$ cat src/rtl/core/assert_macros.svh
// Assertion macros used by urfi_back.sv.
`ifndef ASSERT_MACROS_SVH
`define ASSERT_MACROS_SVH

// Checks that a condition holds at every clock edge outside reset.
`define URFI_ASSERT(lbl, cond) \
  lbl: assert property (@(posedge clk) disable iff (rst) (cond)) \
    else $error("assertion failed");

// Checks that a condition implies another at the same clock edge.
`define URFI_ASSERT_IMP(lbl, ante, cons) \
  lbl: assert property (@(posedge clk) disable iff (rst) (ante) |-> (cons)) \
    else $error("assertion failed");

`endif

$ cat src/rtl/core/urfi_pkg.sv
`timescale 1ns / 1ps
package urfi_pkg;

  localparam int TX_DEPTH_DEF = 128;
  localparam int RX_DEPTH_DEF = 128;

  typedef enum logic [2:0] {
    CL_READ, CL_WRITE, CL_RXBYTE, CL_BREAK, CL_SLOT, CL_NOP
  } cls_t;

  typedef struct packed {
    cls_t        cls;
    logic [3:0]  reg_index;
    logic [31:0] write_data;
    logic [7:0]  rx_byte;
  } item_t;

  localparam logic [2:0] CMD_READ  = 3'd0;
  localparam logic [2:0] CMD_WRITE = 3'd1;
  localparam logic [2:0] CMD_RXB   = 3'd2;
  localparam logic [2:0] CMD_BRK   = 3'd3;
  localparam logic [2:0] CMD_SLOT  = 3'd4;

  localparam logic [1:0] ST_OK  = 2'd0;
  localparam logic [1:0] ST_DIR = 2'd1;
  localparam logic [1:0] ST_BAD = 2'd2;

  localparam logic [3:0] R_IRQ_STATE   = 4'd0;
  localparam logic [3:0] R_IRQ_EN      = 4'd1;
  localparam logic [3:0] R_IRQ_FORCE   = 4'd2;
  localparam logic [3:0] R_ALERT_FORCE = 4'd3;
  localparam logic [3:0] R_CTRL        = 4'd4;
  localparam logic [3:0] R_STAT        = 4'd5;
  localparam logic [3:0] R_RDATA       = 4'd6;
  localparam logic [3:0] R_WDATA       = 4'd7;
  localparam logic [3:0] R_QCTRL       = 4'd8;
  localparam logic [3:0] R_QSTAT       = 4'd9;
  localparam logic [3:0] R_OVRD        = 4'd10;
  localparam logic [3:0] R_VAL         = 4'd11;
  localparam logic [3:0] R_TIMEOUT     = 4'd12;

  localparam int IRQ_TXWM    = 0;
  localparam int IRQ_RXWM    = 1;
  localparam int IRQ_TXDONE  = 2;
  localparam int IRQ_RXOVF   = 3;
  localparam int IRQ_BREAK   = 5;
  localparam int IRQ_TXEMPTY = 8;

  localparam int CTL_TX    = 0;
  localparam int CTL_RX    = 1;
  localparam int CTL_SLPBK = 4;

  localparam logic [0:0] CFG_BREAK_LOW    = 1'd0;
  localparam logic [0:0] CFG_BREAK_TOGGLE = 1'd1;

  function automatic logic [7:0] rx_wm_level(input logic [2:0] l);
    return (l == 3'd7) ? 8'd126 : (8'd1 << l);
  endfunction

  function automatic logic [7:0] tx_wm_level(input logic [2:0] l);
    return (l == 3'd7) ? 8'd64 : (8'd1 << l);
  endfunction

endpackage

$ cat src/rtl/core/urfi_front.sv
`timescale 1ns / 1ps
module urfi_front (
  input  logic              clk,
  input  logic              rst,
  input  logic              in_valid,
  output logic              in_stall,
  input  logic [2:0]        cmd,
  input  logic [3:0]        reg_index,
  input  logic [31:0]       write_data,
  input  logic [7:0]        rx_byte,
  output logic              q_valid,
  output urfi_pkg::item_t   q_item,
  input  logic              deq
);
  import urfi_pkg::*;

  item_t      q_mem [2];
  logic       wp, rp;
  logic [1:0] q_cnt;
  cls_t       cls;
  logic       enq;

  always_comb begin
    case (cmd)
      CMD_READ:  cls = CL_READ;
      CMD_WRITE: cls = CL_WRITE;
      CMD_RXB:   cls = CL_RXBYTE;
      CMD_BRK:   cls = CL_BREAK;
      CMD_SLOT:  cls = CL_SLOT;
      default:   cls = CL_NOP;
    endcase
  end

  assign in_stall = (q_cnt == 2'd2);
  assign enq      = in_valid && !in_stall;
  assign q_valid  = (q_cnt != 2'd0);
  assign q_item   = q_mem[rp];

  always_ff @(posedge clk) begin
    if (enq) begin
      q_mem[wp] <= '{cls: cls, reg_index: reg_index, write_data: write_data,
                     rx_byte: rx_byte};
    end
    if (rst) begin
      wp    <= 1'b0;
      rp    <= 1'b0;
      q_cnt <= 2'd0;
    end else begin
      if (enq) wp <= !wp;
      if (deq) rp <= !rp;
      q_cnt <= q_cnt + 2'(enq) - 2'(deq);
    end
  end

endmodule

$ cat src/rtl/core/urfi_back.sv
`timescale 1ns / 1ps
`include "assert_macros.svh"
module urfi_back #(
  parameter int TX_DEPTH = urfi_pkg::TX_DEPTH_DEF,
  parameter int RX_DEPTH = urfi_pkg::RX_DEPTH_DEF
) (
  input  logic              clk,
  input  logic              rst,
  input  logic              cfg_valid,
  output logic              cfg_ready,
  input  logic [0:0]        cfg_index,
  input  logic [31:0]       cfg_data,
  input  logic              q_valid,
  input  urfi_pkg::item_t   q_item,
  output logic              deq,
  output logic              out_valid,
  input  logic              out_stall,
  output logic [31:0]       read_data,
  output logic [1:0]        access_status,
  output logic              tx_valid,
  output logic [7:0]        tx_byte,
  output logic [8:0]        irq_lines
);
  import urfi_pkg::*;

  localparam int TCW = $clog2(TX_DEPTH + 1);
  localparam int TPW = $clog2(TX_DEPTH);
  localparam int RCW = $clog2(RX_DEPTH + 1);
  localparam int RPW = $clog2(RX_DEPTH);

  typedef enum logic [1:0] {S_IDLE, S_RDWAIT, S_TXWAIT, S_LOOP} state_t;

  state_t state, state_next;

  logic        brk_low, brk_tog;
  logic [8:0]  pending, pending_next;
  logic [8:0]  enable, enable_next;
  logic [31:0] ctrl, ctrl_next;
  logic [5:0]  levels, levels_next;
  logic        alert, alert_next;
  logic [1:0]  ovrd, ovrd_next;
  logic [31:0] tmo, tmo_next;
  logic [TCW-1:0] tx_count, tx_count_next;
  logic [TPW-1:0] tx_head, tx_head_next;
  logic [RCW-1:0] rx_count, rx_count_next;
  logic [RPW-1:0] rx_head, rx_head_next;
  logic [6:0]  mark, mark_next;
  logic        brk_held, brk_held_next;
  logic        pend, pend_next;
  logic        dropped, dropped_next;

  logic [7:0]  tx_mem [TX_DEPTH];
  logic [7:0]  rx_mem [RX_DEPTH];
  logic [7:0]  tx_rdata, rx_rdata;
  logic        tx_we, tx_re, rx_we, rx_re;
  logic [7:0]  tx_wd, rx_wd;
  logic [TPW-1:0] tx_wa;
  logic [RPW-1:0] rx_wa;
  logic [TCW:0] tx_tail_sum;
  logic [RCW:0] rx_tail_sum;

  logic        res_load, res_tv;
  logic [31:0] res_rd;
  logic [1:0]  res_st;
  logic [7:0]  res_tb;
  logic        out_free;
  logic [7:0]  lvl;

  assign cfg_ready = 1'b1;
  assign out_free  = !out_valid || !out_stall;

  always_comb begin
    tx_tail_sum = (TCW+1)'(tx_head) + (TCW+1)'(tx_count);
    if (tx_tail_sum >= (TCW+1)'(TX_DEPTH)) tx_tail_sum = tx_tail_sum - (TCW+1)'(TX_DEPTH);
    rx_tail_sum = (RCW+1)'(rx_head) + (RCW+1)'(rx_count);
    if (rx_tail_sum >= (RCW+1)'(RX_DEPTH)) rx_tail_sum = rx_tail_sum - (RCW+1)'(RX_DEPTH);
  end

  assign tx_wa = tx_tail_sum[TPW-1:0];
  assign rx_wa = rx_tail_sum[RPW-1:0];

  always_comb begin
    state_next    = state;
    pending_next  = pending;
    enable_next   = enable;
    ctrl_next     = ctrl;
    levels_next   = levels;
    alert_next    = alert;
    ovrd_next     = ovrd;
    tmo_next      = tmo;
    tx_count_next = tx_count;
    tx_head_next  = tx_head;
    rx_count_next = rx_count;
    rx_head_next  = rx_head;
    mark_next     = mark;
    brk_held_next = brk_held;
    pend_next     = pend;
    dropped_next  = dropped;
    tx_we = 1'b0;
    tx_re = 1'b0;
    rx_we = 1'b0;
    rx_re = 1'b0;
    tx_wd = q_item.write_data[7:0];
    rx_wd = q_item.rx_byte;
    deq      = 1'b0;
    res_load = 1'b0;
    res_rd   = 32'd0;
    res_st   = ST_OK;
    res_tv   = 1'b0;
    res_tb   = 8'd0;
    lvl      = 8'd0;
    case (state)
      S_IDLE: begin
        if (q_valid && out_free) begin
          deq      = 1'b1;
          res_load = 1'b1;
          case (q_item.cls)
            CL_READ: begin
              case (q_item.reg_index)
                R_IRQ_STATE:   res_rd = 32'(pending);
                R_IRQ_EN:      res_rd = 32'(enable);
                R_CTRL:        res_rd = ctrl;
                R_QCTRL:       res_rd = {24'd0, levels, 2'd0};
                R_STAT: begin
                  res_rd = 32'h10;
                  if (rx_count == '0) res_rd[5] = 1'b1;
                  else if (rx_count == RCW'(RX_DEPTH)) res_rd[1] = 1'b1;
                  if (tx_count == '0) res_rd[3:2] = 2'b11;
                  else if (tx_count == TCW'(TX_DEPTH)) res_rd[0] = 1'b1;
                  if (!ctrl[CTL_TX]) res_rd[3] = 1'b1;
                end
                R_RDATA: begin
                  if (ctrl[CTL_RX] && rx_count != '0) begin
                    rx_re         = 1'b1;
                    rx_head_next  = (rx_head == RPW'(RX_DEPTH - 1)) ? '0 : rx_head + 1'b1;
                    rx_count_next = rx_count - 1'b1;
                    res_load      = 1'b0;
                    state_next    = S_RDWAIT;
                  end
                end
                R_QSTAT:       res_rd = {8'd0, 8'(rx_count), 8'd0, 8'(tx_count)};
                R_OVRD:        res_rd = 32'(ovrd);
                R_VAL:         res_rd = (brk_held && brk_low) ? 32'd0 : 32'hFFFF;
                R_TIMEOUT:     res_rd = tmo;
                R_IRQ_FORCE, R_ALERT_FORCE, R_WDATA: res_st = ST_DIR;
                default:       res_st = ST_BAD;
              endcase
            end
            CL_WRITE: begin
              case (q_item.reg_index)
                R_IRQ_STATE:   pending_next = pending & ~q_item.write_data[8:0];
                R_IRQ_EN:      enable_next  = q_item.write_data[8:0];
                R_IRQ_FORCE:   pending_next = pending | q_item.write_data[8:0];
                R_ALERT_FORCE: alert_next   = q_item.write_data[0];
                R_CTRL:        ctrl_next    = q_item.write_data;
                R_WDATA: begin
                  if (tx_count < TCW'(TX_DEPTH)) begin
                    tx_we         = 1'b1;
                    tx_count_next = tx_count + 1'b1;
                    lvl           = tx_wm_level(levels[5:3]);
                    mark_next     = (9'(tx_count_next) < 9'(lvl)) ? 7'd0 : lvl[6:0];
                    if (ctrl[CTL_TX] && ctrl[CTL_SLPBK]) begin
                      res_load     = 1'b0;
                      pend_next    = 1'b0;
                      dropped_next = 1'b0;
                      state_next   = S_LOOP;
                    end
                  end
                end
                R_QCTRL: begin
                  levels_next = q_item.write_data[7:2];
                  if (q_item.write_data[0]) begin
                    rx_count_next = '0;
                    rx_head_next  = '0;
                    pending_next[IRQ_RXWM]  = 1'b0;
                    pending_next[IRQ_RXOVF] = 1'b0;
                  end
                  if (q_item.write_data[1]) begin
                    tx_count_next = '0;
                    tx_head_next  = '0;
                    pending_next[IRQ_TXEMPTY] = 1'b1;
                    pending_next[IRQ_TXDONE]  = 1'b1;
                    if (mark != 7'd0) begin
                      pending_next[IRQ_TXWM] = 1'b1;
                      mark_next = 7'd0;
                    end
                  end
                end
                R_OVRD:    ovrd_next = {q_item.write_data[1], 1'b0};
                R_TIMEOUT: tmo_next  = q_item.write_data & 32'h80FFFFFF;
                R_STAT, R_RDATA, R_QSTAT, R_VAL: res_st = ST_DIR;
                default: res_st = ST_BAD;
              endcase
            end
            CL_RXBYTE: begin
              if (ctrl[CTL_RX]) begin
                if (rx_count < RCW'(RX_DEPTH)) begin
                  rx_we         = 1'b1;
                  rx_count_next = rx_count + 1'b1;
                end else begin
                  pending_next[IRQ_RXOVF] = 1'b1;
                end
                if (!brk_tog) brk_held_next = 1'b0;
                if (9'(rx_count_next) >= 9'(rx_wm_level(levels[2:0])))
                  pending_next[IRQ_RXWM] = 1'b1;
              end
            end
            CL_BREAK: begin
              if (!brk_held || !brk_low) begin
                pending_next[IRQ_BREAK] = 1'b1;
                brk_held_next = 1'b1;
              end else if (brk_tog) begin
                brk_held_next = 1'b0;
              end
            end
            CL_SLOT: begin
              if (ctrl[CTL_TX] && tx_count != '0) begin
                res_load   = 1'b0;
                pend_next    = 1'b0;
                dropped_next = 1'b0;
                if (ctrl[CTL_SLPBK]) begin
                  state_next = S_LOOP;
                end else begin
                  tx_re         = 1'b1;
                  tx_head_next  = (tx_head == TPW'(TX_DEPTH - 1)) ? '0 : tx_head + 1'b1;
                  tx_count_next = tx_count - 1'b1;
                  state_next    = S_TXWAIT;
                end
              end
            end
            default: ;
          endcase
        end
      end
      S_RDWAIT: begin
        res_load   = 1'b1;
        res_rd     = 32'(rx_rdata);
        state_next = S_IDLE;
      end
      S_TXWAIT: begin
        res_load   = 1'b1;
        res_tv     = 1'b1;
        res_tb     = tx_rdata;
        state_next = S_IDLE;
        if (tx_count == '0) begin
          pending_next[IRQ_TXEMPTY] = 1'b1;
          pending_next[IRQ_TXDONE]  = 1'b1;
        end
        if (mark != 7'd0 && 8'(tx_count) < 8'(mark)) begin
          pending_next[IRQ_TXWM] = 1'b1;
          mark_next = 7'd0;
        end
      end
      S_LOOP: begin
        rx_wd = tx_rdata;
        if (pend) begin
          if (rx_count < RCW'(RX_DEPTH)) begin
            rx_we         = 1'b1;
            rx_count_next = rx_count + 1'b1;
          end else begin
            dropped_next = 1'b1;
          end
        end
        pend_next = 1'b0;
        if (tx_count != '0) begin
          tx_re         = 1'b1;
          tx_head_next  = (tx_head == TPW'(TX_DEPTH - 1)) ? '0 : tx_head + 1'b1;
          tx_count_next = tx_count - 1'b1;
          pend_next     = 1'b1;
        end else if (!pend) begin
          res_load   = 1'b1;
          state_next = S_IDLE;
          if (!brk_tog) brk_held_next = 1'b0;
          if (dropped) pending_next[IRQ_RXOVF] = 1'b1;
          if (9'(rx_count) >= 9'(rx_wm_level(levels[2:0])))
            pending_next[IRQ_RXWM] = 1'b1;
          pending_next[IRQ_TXEMPTY] = 1'b1;
          pending_next[IRQ_TXDONE]  = 1'b1;
          if (mark != 7'd0) begin
            pending_next[IRQ_TXWM] = 1'b1;
            mark_next = 7'd0;
          end
        end
      end
      default: state_next = S_IDLE;
    endcase
  end

  always_ff @(posedge clk) begin
    if (tx_we) tx_mem[tx_wa] <= tx_wd;
    if (tx_re) tx_rdata <= tx_mem[tx_head];
  end

  always_ff @(posedge clk) begin
    if (rx_we) rx_mem[rx_wa] <= rx_wd;
    if (rx_re) rx_rdata <= rx_mem[rx_head];
  end

  always_ff @(posedge clk) begin
    if (res_load) begin
      read_data     <= res_rd;
      access_status <= res_st;
      tx_valid      <= res_tv;
      tx_byte       <= res_tb;
      irq_lines     <= pending_next & enable_next;
    end
    if (rst) begin
      state     <= S_IDLE;
      out_valid <= 1'b0;
      brk_low   <= 1'b0;
      brk_tog   <= 1'b0;
      pending   <= '0;
      enable    <= '0;
      ctrl      <= '0;
      levels    <= '0;
      alert     <= 1'b0;
      ovrd      <= '0;
      tmo       <= '0;
      tx_count  <= '0;
      tx_head   <= '0;
      rx_count  <= '0;
      rx_head   <= '0;
      mark      <= '0;
      brk_held  <= 1'b0;
      pend      <= 1'b0;
      dropped   <= 1'b0;
    end else begin
      state     <= state_next;
      if (res_load) out_valid <= 1'b1;
      else if (!out_stall) out_valid <= 1'b0;
      if (cfg_valid && cfg_index == CFG_BREAK_LOW) brk_low <= cfg_data[0];
      if (cfg_valid && cfg_index == CFG_BREAK_TOGGLE) brk_tog <= cfg_data[0];
      pending   <= pending_next;
      enable    <= enable_next;
      ctrl      <= ctrl_next;
      levels    <= levels_next;
      alert     <= alert_next;
      ovrd      <= ovrd_next;
      tmo       <= tmo_next;
      tx_count  <= tx_count_next;
      tx_head   <= tx_head_next;
      rx_count  <= rx_count_next;
      rx_head   <= rx_head_next;
      mark      <= mark_next;
      brk_held  <= brk_held_next;
      pend      <= pend_next;
      dropped   <= dropped_next;
    end
  end

  `URFI_ASSERT(a_tx_bound, tx_count <= TCW'(TX_DEPTH))
  `URFI_ASSERT(a_rx_bound, rx_count <= RCW'(RX_DEPTH))
  `URFI_ASSERT_IMP(a_busy_no_deq, state != S_IDLE, !deq)
  `URFI_ASSERT_IMP(a_load_free, res_load, out_free)

endmodule

$ cat src/rtl/core/uart_register_fifo_interrupt_block_unit.sv
`timescale 1ns / 1ps
// UART register block with transmit and receive byte FIFOs. Items enter a
// two-entry queue and are carried out one at a time by the back end. A
// receive pop or a transmit slot passes through a wait state because the FIFO
// memories have a registered read port, and a loopback flush moves the bytes
// of the transmit FIFO into the receive FIFO, one byte per cycle through the
// memory ports.
module uart_register_fifo_interrupt_block_unit #(
  parameter int TX_DEPTH = urfi_pkg::TX_DEPTH_DEF,
  parameter int RX_DEPTH = urfi_pkg::RX_DEPTH_DEF
) (
  input  logic        clk,
  input  logic        rst,
  input  logic        cfg_valid,
  output logic        cfg_ready,
  input  logic [0:0]  cfg_index,
  input  logic [31:0] cfg_data,
  input  logic        in_valid,
  output logic        in_stall,
  input  logic [2:0]  cmd,
  input  logic [3:0]  reg_index,
  input  logic [31:0] write_data,
  input  logic [7:0]  rx_byte,
  output logic        out_valid,
  input  logic        out_stall,
  output logic [31:0] read_data,
  output logic [1:0]  access_status,
  output logic        tx_valid,
  output logic [7:0]  tx_byte,
  output logic [8:0]  irq_lines
);
  import urfi_pkg::*;

  logic  q_valid, deq;
  item_t q_item;

  urfi_front u_front (
    .clk(clk), .rst(rst), .in_valid(in_valid), .in_stall(in_stall),
    .cmd(cmd), .reg_index(reg_index), .write_data(write_data),
    .rx_byte(rx_byte), .q_valid(q_valid), .q_item(q_item), .deq(deq)
  );

  urfi_back #(.TX_DEPTH(TX_DEPTH), .RX_DEPTH(RX_DEPTH)) u_back (
    .clk(clk), .rst(rst), .cfg_valid(cfg_valid), .cfg_ready(cfg_ready),
    .cfg_index(cfg_index), .cfg_data(cfg_data), .q_valid(q_valid),
    .q_item(q_item), .deq(deq), .out_valid(out_valid), .out_stall(out_stall),
    .read_data(read_data), .access_status(access_status),
    .tx_valid(tx_valid), .tx_byte(tx_byte), .irq_lines(irq_lines)
  );

endmodule
$ cat config.mk
export PLATFORM = sky130hd
export DESIGN_NAME = uart_register_fifo_interrupt_block_unit
export DESIGN_NICKNAME = d
export VERILOG_FILES = /design/src/rtl/core/urfi_pkg.sv /design/src/rtl/core/urfi_front.sv /design/src/rtl/core/urfi_back.sv /design/src/rtl/core/uart_register_fifo_interrupt_block_unit.sv
export VERILOG_INCLUDE_DIRS = /design/src /design/src/rtl/core
export SDC_FILE = /design/constraint.sdc
export NUM_CORES = 2
export LEC_CHECK = 0
export BUFFER_PORTS_ARGS = -buffer_cell sky130_fd_sc_hd__buf_4
export CAP_MARGIN = 25
export CORE_AREA = 2 2 438 484
export CTS_CLUSTER_SIZE = 25
export DETAILED_ROUTE_END_ITERATION = 6
export DIE_AREA = 0 0 440 486
export GPL_ROUTABILITY_DRIVEN = 1
export SYNTH_ARGS = -nofsm -noshare
export SYNTH_HDL_FRONTEND = slang
export SYNTH_HIERARCHICAL = 1
export SYNTH_SLANG_ARGS = --single-unit
export TNS_END_PERCENT = 5
$ cat constraint.sdc
create_clock -name clk -period 6.35 [get_ports clk]
set_input_delay 0.9525 -clock clk [delete_from_list [all_inputs] [get_ports clk]]
set_output_delay 0.9525 -clock clk [all_outputs]
set_load 0.02 [all_outputs]
### Word-level counts from Yosys, hierarchy flattened

Memory sizes are Yosys's and may differ from the RTL's. A register that Yosys moved wholly into a read port is not among the register bits.
Cells that the tools add are included.

* word-level logic and storage cells: 359
* bits of input ports: 85
* memories kept: 3
* memory bits (writable): 2142
* flip-flop bits (word level): 183

Memories
* u_back.rx_mem: words 128, bits a word 8, read ports 1, clocked after Yosys merged registers in 1, write ports 1, RTL line urfi_back.sv:53 `logic [7:0] rx_mem [RX_DEPTH];`
* u_back.tx_mem: words 128, bits a word 8, read ports 1, clocked after Yosys merged registers in 1, write ports 1, RTL line urfi_back.sv:52 `logic [7:0] tx_mem [TX_DEPTH];`
* u_front.q_mem: words 2, bits a word 47, read ports 1, clocked after Yosys merged registers in 1, write ports 1, RTL line urfi_front.sv:17 `item_t q_mem [2];`

* bitwise gates (word level): 5
* order comparisons: 8
* reduce and logical (&&, ||, !) cells: 50
* multiplexer cells: 188
* eq/ne operators: 65
* add/subtract/negate cells: 12
* shifts and indexed selects: 2

Operators by type and width (number)
* 32-bit one-hot mux with 9 select lines: 1
* 8-bit 2-to-1 mux: 21
* 7-bit 2-to-1 mux: 23
* 1-bit 2-to-1 mux: 84
* 32-bit 2-to-1 mux: 2
* 32-bit one-hot mux with 2 select lines: 1
* 8-bit one-hot mux with 2 select lines: 4
* 7-bit one-hot mux with 2 select lines: 4
* 9-bit 2-to-1 mux: 5
* 9-bit AND reduction: 4
* 3-bit by 2-bit != test with 1-bit output, second input constant: 9
* 1-bit one-hot mux with 2 select lines: 12
* 8-bit one-hot mux with 3 select lines: 1
* 3-bit != test, second input constant: 7
* 7-bit one-hot mux with 3 select lines: 1
* 7-bit AND reduction: 3
* 4-bit == test, second input constant: 5
* 2-bit 2-to-1 mux: 10
* 7-bit by 8-bit adder with 9-bit output: 2
* 9-bit bitwise AND: 2
* 9-bit by 8-bit >= comparator with 1-bit output, second input constant: 2
* 1-bit one-hot mux with 3 select lines: 6
* 8-bit by 1-bit adder with 8-bit output, second input constant: 2
* 4-bit by 3-bit == test with 1-bit output, second input constant: 4
* 55 further kinds: 115

### Depth between registers and ports, before layout

* depth after elaboration: 13
* mapped depth: 13
* gate-level depth less buffers: 12

### Hierarchy

Netlist, hierarchy kept.

By module, submodules not included
* urfi_back: area each 89952.5 sq um, instances 1, seq. area each 66083.4 sq um, cells an instance 4744
* urfi_front: area each 3648.5 sq um, instances 1, seq. area each 2922.8 sq um, cells an instance 175

### Worst setup path before layout

No wires, ideal clock.

* path type: reg-to-reg
* start point: register u_back.tx_count[0]
* end point: register u_back.access_status[0] (enable)
* stages on the path, launching flop included: 9
* data arrival time: 4650 ps
* buffers on the path: 1
* required time: 5868 ps
* path slack: 1218 ps
* path through: dfxtp_1 -> clkbuf_1 -> inv_1 -> ha_1 -> or4b_4 -> or4_4 -> a31o_1 -> nor2b_1 -> o22ai_1

* word-level cells in the longest chain between the ends: 6
* elaborated cells between the ends (all ways): 10
* classes of those cells: order compare: 1; mux: 7; reduce/logical: 2

Ends and longest elaborated chain
* start, declared: RTL line urfi_back.sv:43 `logic [TCW-1:0] tx_count, tx_count_next;`
* start signal, assigned: RTL line urfi_back.sv:340 `tx_count <= tx_count_next;`
* 8-bit < comparator or 8-bit nonzero test (tied branches): RTL line urfi_back.sv:157, urfi_back.sv:217, urfi_back.sv:265
* 1-bit 2-to-1 mux or 1-bit logical AND (tied branches): RTL line urfi_back.sv:157, urfi_back.sv:217
* 1-bit 2-to-1 mux, on equally long branches: RTL line urfi_back.sv:150, urfi_back.sv:217
* 1-bit one-hot mux with 3 select lines: RTL line urfi_back.sv:117 `case (q_item.cls)`
* 1-bit 2-to-1 mux: RTL line urfi_back.sv:114 `if (q_valid && out_free) begin`
* 1-bit one-hot mux with 3 select lines *: RTL line urfi_back.sv:112 `case (state)`
* named net u_back.res_load: RTL line urfi_back.sv:62 `logic res_load, res_tv;`
* end signal, assigned: RTL line urfi_back.sv:302 `access_status <= res_st;`
* end, declared: RTL line urfi_back.sv:19 `output logic [1:0] access_status,`

Mark *: on every way through the listed nets, which the timed path passes. The rest lies on a longest branch.
A chain may end at the register's enable or synchronous reset.

==> metrics.txt <==
outcome=finished, violations left; violated checks=design-rule violations; CTS resizes=0; sequential area share after synthesis=73.72%; PortBufs=107; Core ar.=0.2085 mm2; Synth Warn #=6; Worst VDD drop=232.0 uV; CTS buffer count=224; Setup CP Type=register to register; ys flop type=edfxtp_1; final slew viol count=0; initial core utilization=44.88%; initial antenna violation count=1; Worst Path Max Fanout=15; final worst path period share=81.87%; initial DRC count=5381; CTS Root Cell=clkbuf_16; syn_nets=5057; vias per cell=5.923; HPWL after DPL=142.3 mm; DRT Pass-1 Iters=7; Area contributors post-synth=edfxtp_1 71%, mux4_2 14%, dfxtp_1 2.8%; Final Net Count=5204; Crit Reg-Reg Endpoint=u_back/tx_mem[78][0]$_DFFE_PP_; clock sink count=2342; startpoint types=register; clock skew=51.82 ps; RSZ-0062 raised after global routing=false; most frequent cells after synthesis=2210 x edfxtp_1, 573 x mux4_2, 374 x nor2_1; final wirelength=230.5 mm; Die H=486 um; CP arrival=5650 ps; final count of hold timing violations=0; Avg Cell Area, Syn=19.03 um2; max cap viols=0; Leakage=0.03183 uW; DR WL met3=14.82 mm; worst-skew pair later-pin latency=860 ps; worst hold margin=272.9 ps; CTS tree=yes; fillcell total=16680; Setup TNS Final=0 ps; Tmin final=5198 ps; Setup violations, final=0; # Post-CTS Setup Buffers=0; # hold bufs at CTS=0; DR WL/cell=28.75 um; relative slew slack=23.62%; max frequency=192.4 MHz; Hold/Removal Path Class=input port to register; Final Util=50.38%; pin count of the biggest net entering global routing=125; die area=0.2138 mm2; width of the die=440 um; vias in the first global route=47560; worst r2r path cells=8; post-synthesis cell type with the largest combined area=edfxtp_1; Boundary Pins=140; Clock transition at path regs=60 ps; cell area after synthesis=0.09360 mm2; DR vias=47490; grt ovf=0; WP data required=6800 ps; placed instance count=7592; CTS Buffer Depth=3; Total GRT Usage=21.50%; M1 WL=95.63 mm; Final GP Congestion=0.8930; Seq cells post-synth=2342; Post-synth EDFFs=2210; Max Used Layer=met4; register-to-register setup slack=1150 ps; Crit. End Element=register; Non-Filler Instances=8018; worst setup path endpoint=u_back/tx_mem[78][0]$_DFFE_PP_; Synth cell types=91; Synth-to-Final Area Change=12.24%; most common cell in the netlist=edfxtp_1; post-route ant nets=0; multi-input gate area in the final layout=0.02327 mm2; share of layout cells above drive strength 1=23.26%; pwr/cell area=347.0 mW/mm2; global-route wire length before repair=334.7 mm; metal2 WL=112.1 mm; share of flip-flops with an asynchronous set or reset=0%; # rows=176; # DRC=8; Synth top area share=70.90%; register area=0.06903 mm2; Tightest Pin Transition=1130 ps; H-tree Lvls=4; Synth Instances=4919
==> per-stage QoR <==
| step | setup slack, ps | total power [uW] | area, um2 |
|---|---|---|---|
| after CTS | 1310 | 36730 | 104900 |
| after global routing | 1071 | 37660 | 105100 |
| after detailed placement | 1374 | 23380 | 97530 |
| after floorplan | 1218 | 21420 | 93600 |
| after global placement | 1516 | 23260 | 97470 |
| final | 1152 | 36460 | 105100 |
==> worst min path at each step <==
stage	startpoint	end	slack, ps	cells after the start
5_1_grt	write_data[4]	u_front/q_mem[1][12]$_DFFE_PP_	230	1
3_5_place_dp	u_back/ctrl[26]$_SDFFE_PP0P_	u_back/ctrl[26]$_SDFFE_PP0P_	440	2
4_1_cts	write_data[23]	u_front/q_mem[0][31]$_DFFE_PP_	200	1
3_3_place_gp	u_back/ctrl[24]$_SDFFE_PP0P_	u_back/ctrl[24]$_SDFFE_PP0P_	440	2
2_1_floorplan	u_back/ctrl[24]$_SDFFE_PP0P_	u_back/ctrl[24]$_SDFFE_PP0P_	430	2
6_report	write_data[30]	u_front/q_mem[1][38]$_DFFE_PP_	270	1
==> cells by family (layout without fill, tap and decap cells) <==
family	after synthesis	in the layout	share of synthesized area [%]
flops	2342	2342	73.72
simple gates	927	927	4.377
mux	763	763	15.91
compound gates	467	467	3.342
buf+inv	323	661	1.521
fa+ha+maj	53	53	0.7245
xor+xnor	43	43	0.4024
other cells	1	3	0.004006
==> cells in the final DEF (no fill, tap or decap), types with 14 or more instances in the layout <==
| cell type | synthesis | routed |
|---|---|---|
| edfxtp_1 | 2210 | 2210 |
| mux4_2 | 573 | 573 |
| nor2_1 | 374 | 374 |
| nand2_1 | 304 | 304 |
| clkbuf_16 | 0 | 227 |
| buf_4 | 15 | 194 |
| a21oi_1 | 159 | 159 |
| mux2i_1 | 125 | 125 |
| dfxtp_1 | 132 | 123 |
| a22oi_1 | 62 | 62 |
| nand3_1 | 56 | 56 |
| ha_1 | 51 | 51 |
| o21ai_0 | 50 | 50 |
| mux2_2 | 65 | 49 |
| clkbuf_1 | 134 | 47 |
| clkinv_2 | 0 | 44 |
| clkinv_1 | 0 | 40 |
| nor3_1 | 38 | 34 |
| inv_1 | 32 | 31 |
| xnor2_1 | 29 | 29 |
| nand4_1 | 26 | 26 |
| nor2b_1 | 25 | 25 |
| a211oi_1 | 25 | 25 |
| bufinv_16 | 0 | 24 |
| and2_1 | 21 | 22 |
| a21o_1 | 18 | 18 |
| a31oi_1 | 16 | 16 |
| mux2_4 | 0 | 16 |
| xor2_1 | 14 | 14 |
| o211ai_1 | 14 | 14 |
==> flip-flops by register name, indices dropped and copies added (netlist names), 8 cells and up, named ones only <==
signal / flops
u_back/pending: 9
u_back/read_data: 32
u_back/tx_mem: 1024
u_back/rx_rdata: 8
u_back/tmo: 25
u_back/irq_lines: 9
u_front/q_mem: 94
u_back/rx_mem: 1024
u_back/rx_count: 8
u_back/tx_rdata: 8
u_back/ctrl: 32
u_back/tx_byte: 8
u_back/enable: 9
u_back/tx_count: 8
==> layer usage <==
layer | up-vias | GRT usage (%)
met3 | 359 | 3.286
met1 | 25110 | 30.08
met5 | - | 0
li1 | 20280 | -
met2 | 1741 | 34.54
met4 | 0 | 7.415
==> worst max-delay path, stage by stage (launching register included) <==
cell and delay [ps]:
dfxtp_2 600, buf_4 330, mux2_2 420, nand2_1 480
nor2_1 440, nand4_1 450, nor3_1 620, nand2_1 580
nor2_1 820
==> power by group <==
group | internal, uW | switching (uW) | total, uW
Combinational | 1150 | 3330 | 4490
Sequential | 18400 | 237 | 18600
Clock | 7640 | 5740 | 13400
==> area by class of cell <==
class	count	area share (%)
multi-input combinational	2254	22.15
antenna	2	0.004764
sequential	2342	65.71
timing repair buffer	211	1.679
clock buffer	282	5.679
clock inverter	135	1.376
tap	2759	3.286
inverter	33	0.1179
Note: power is estimated with default switching activity, not from simulation.
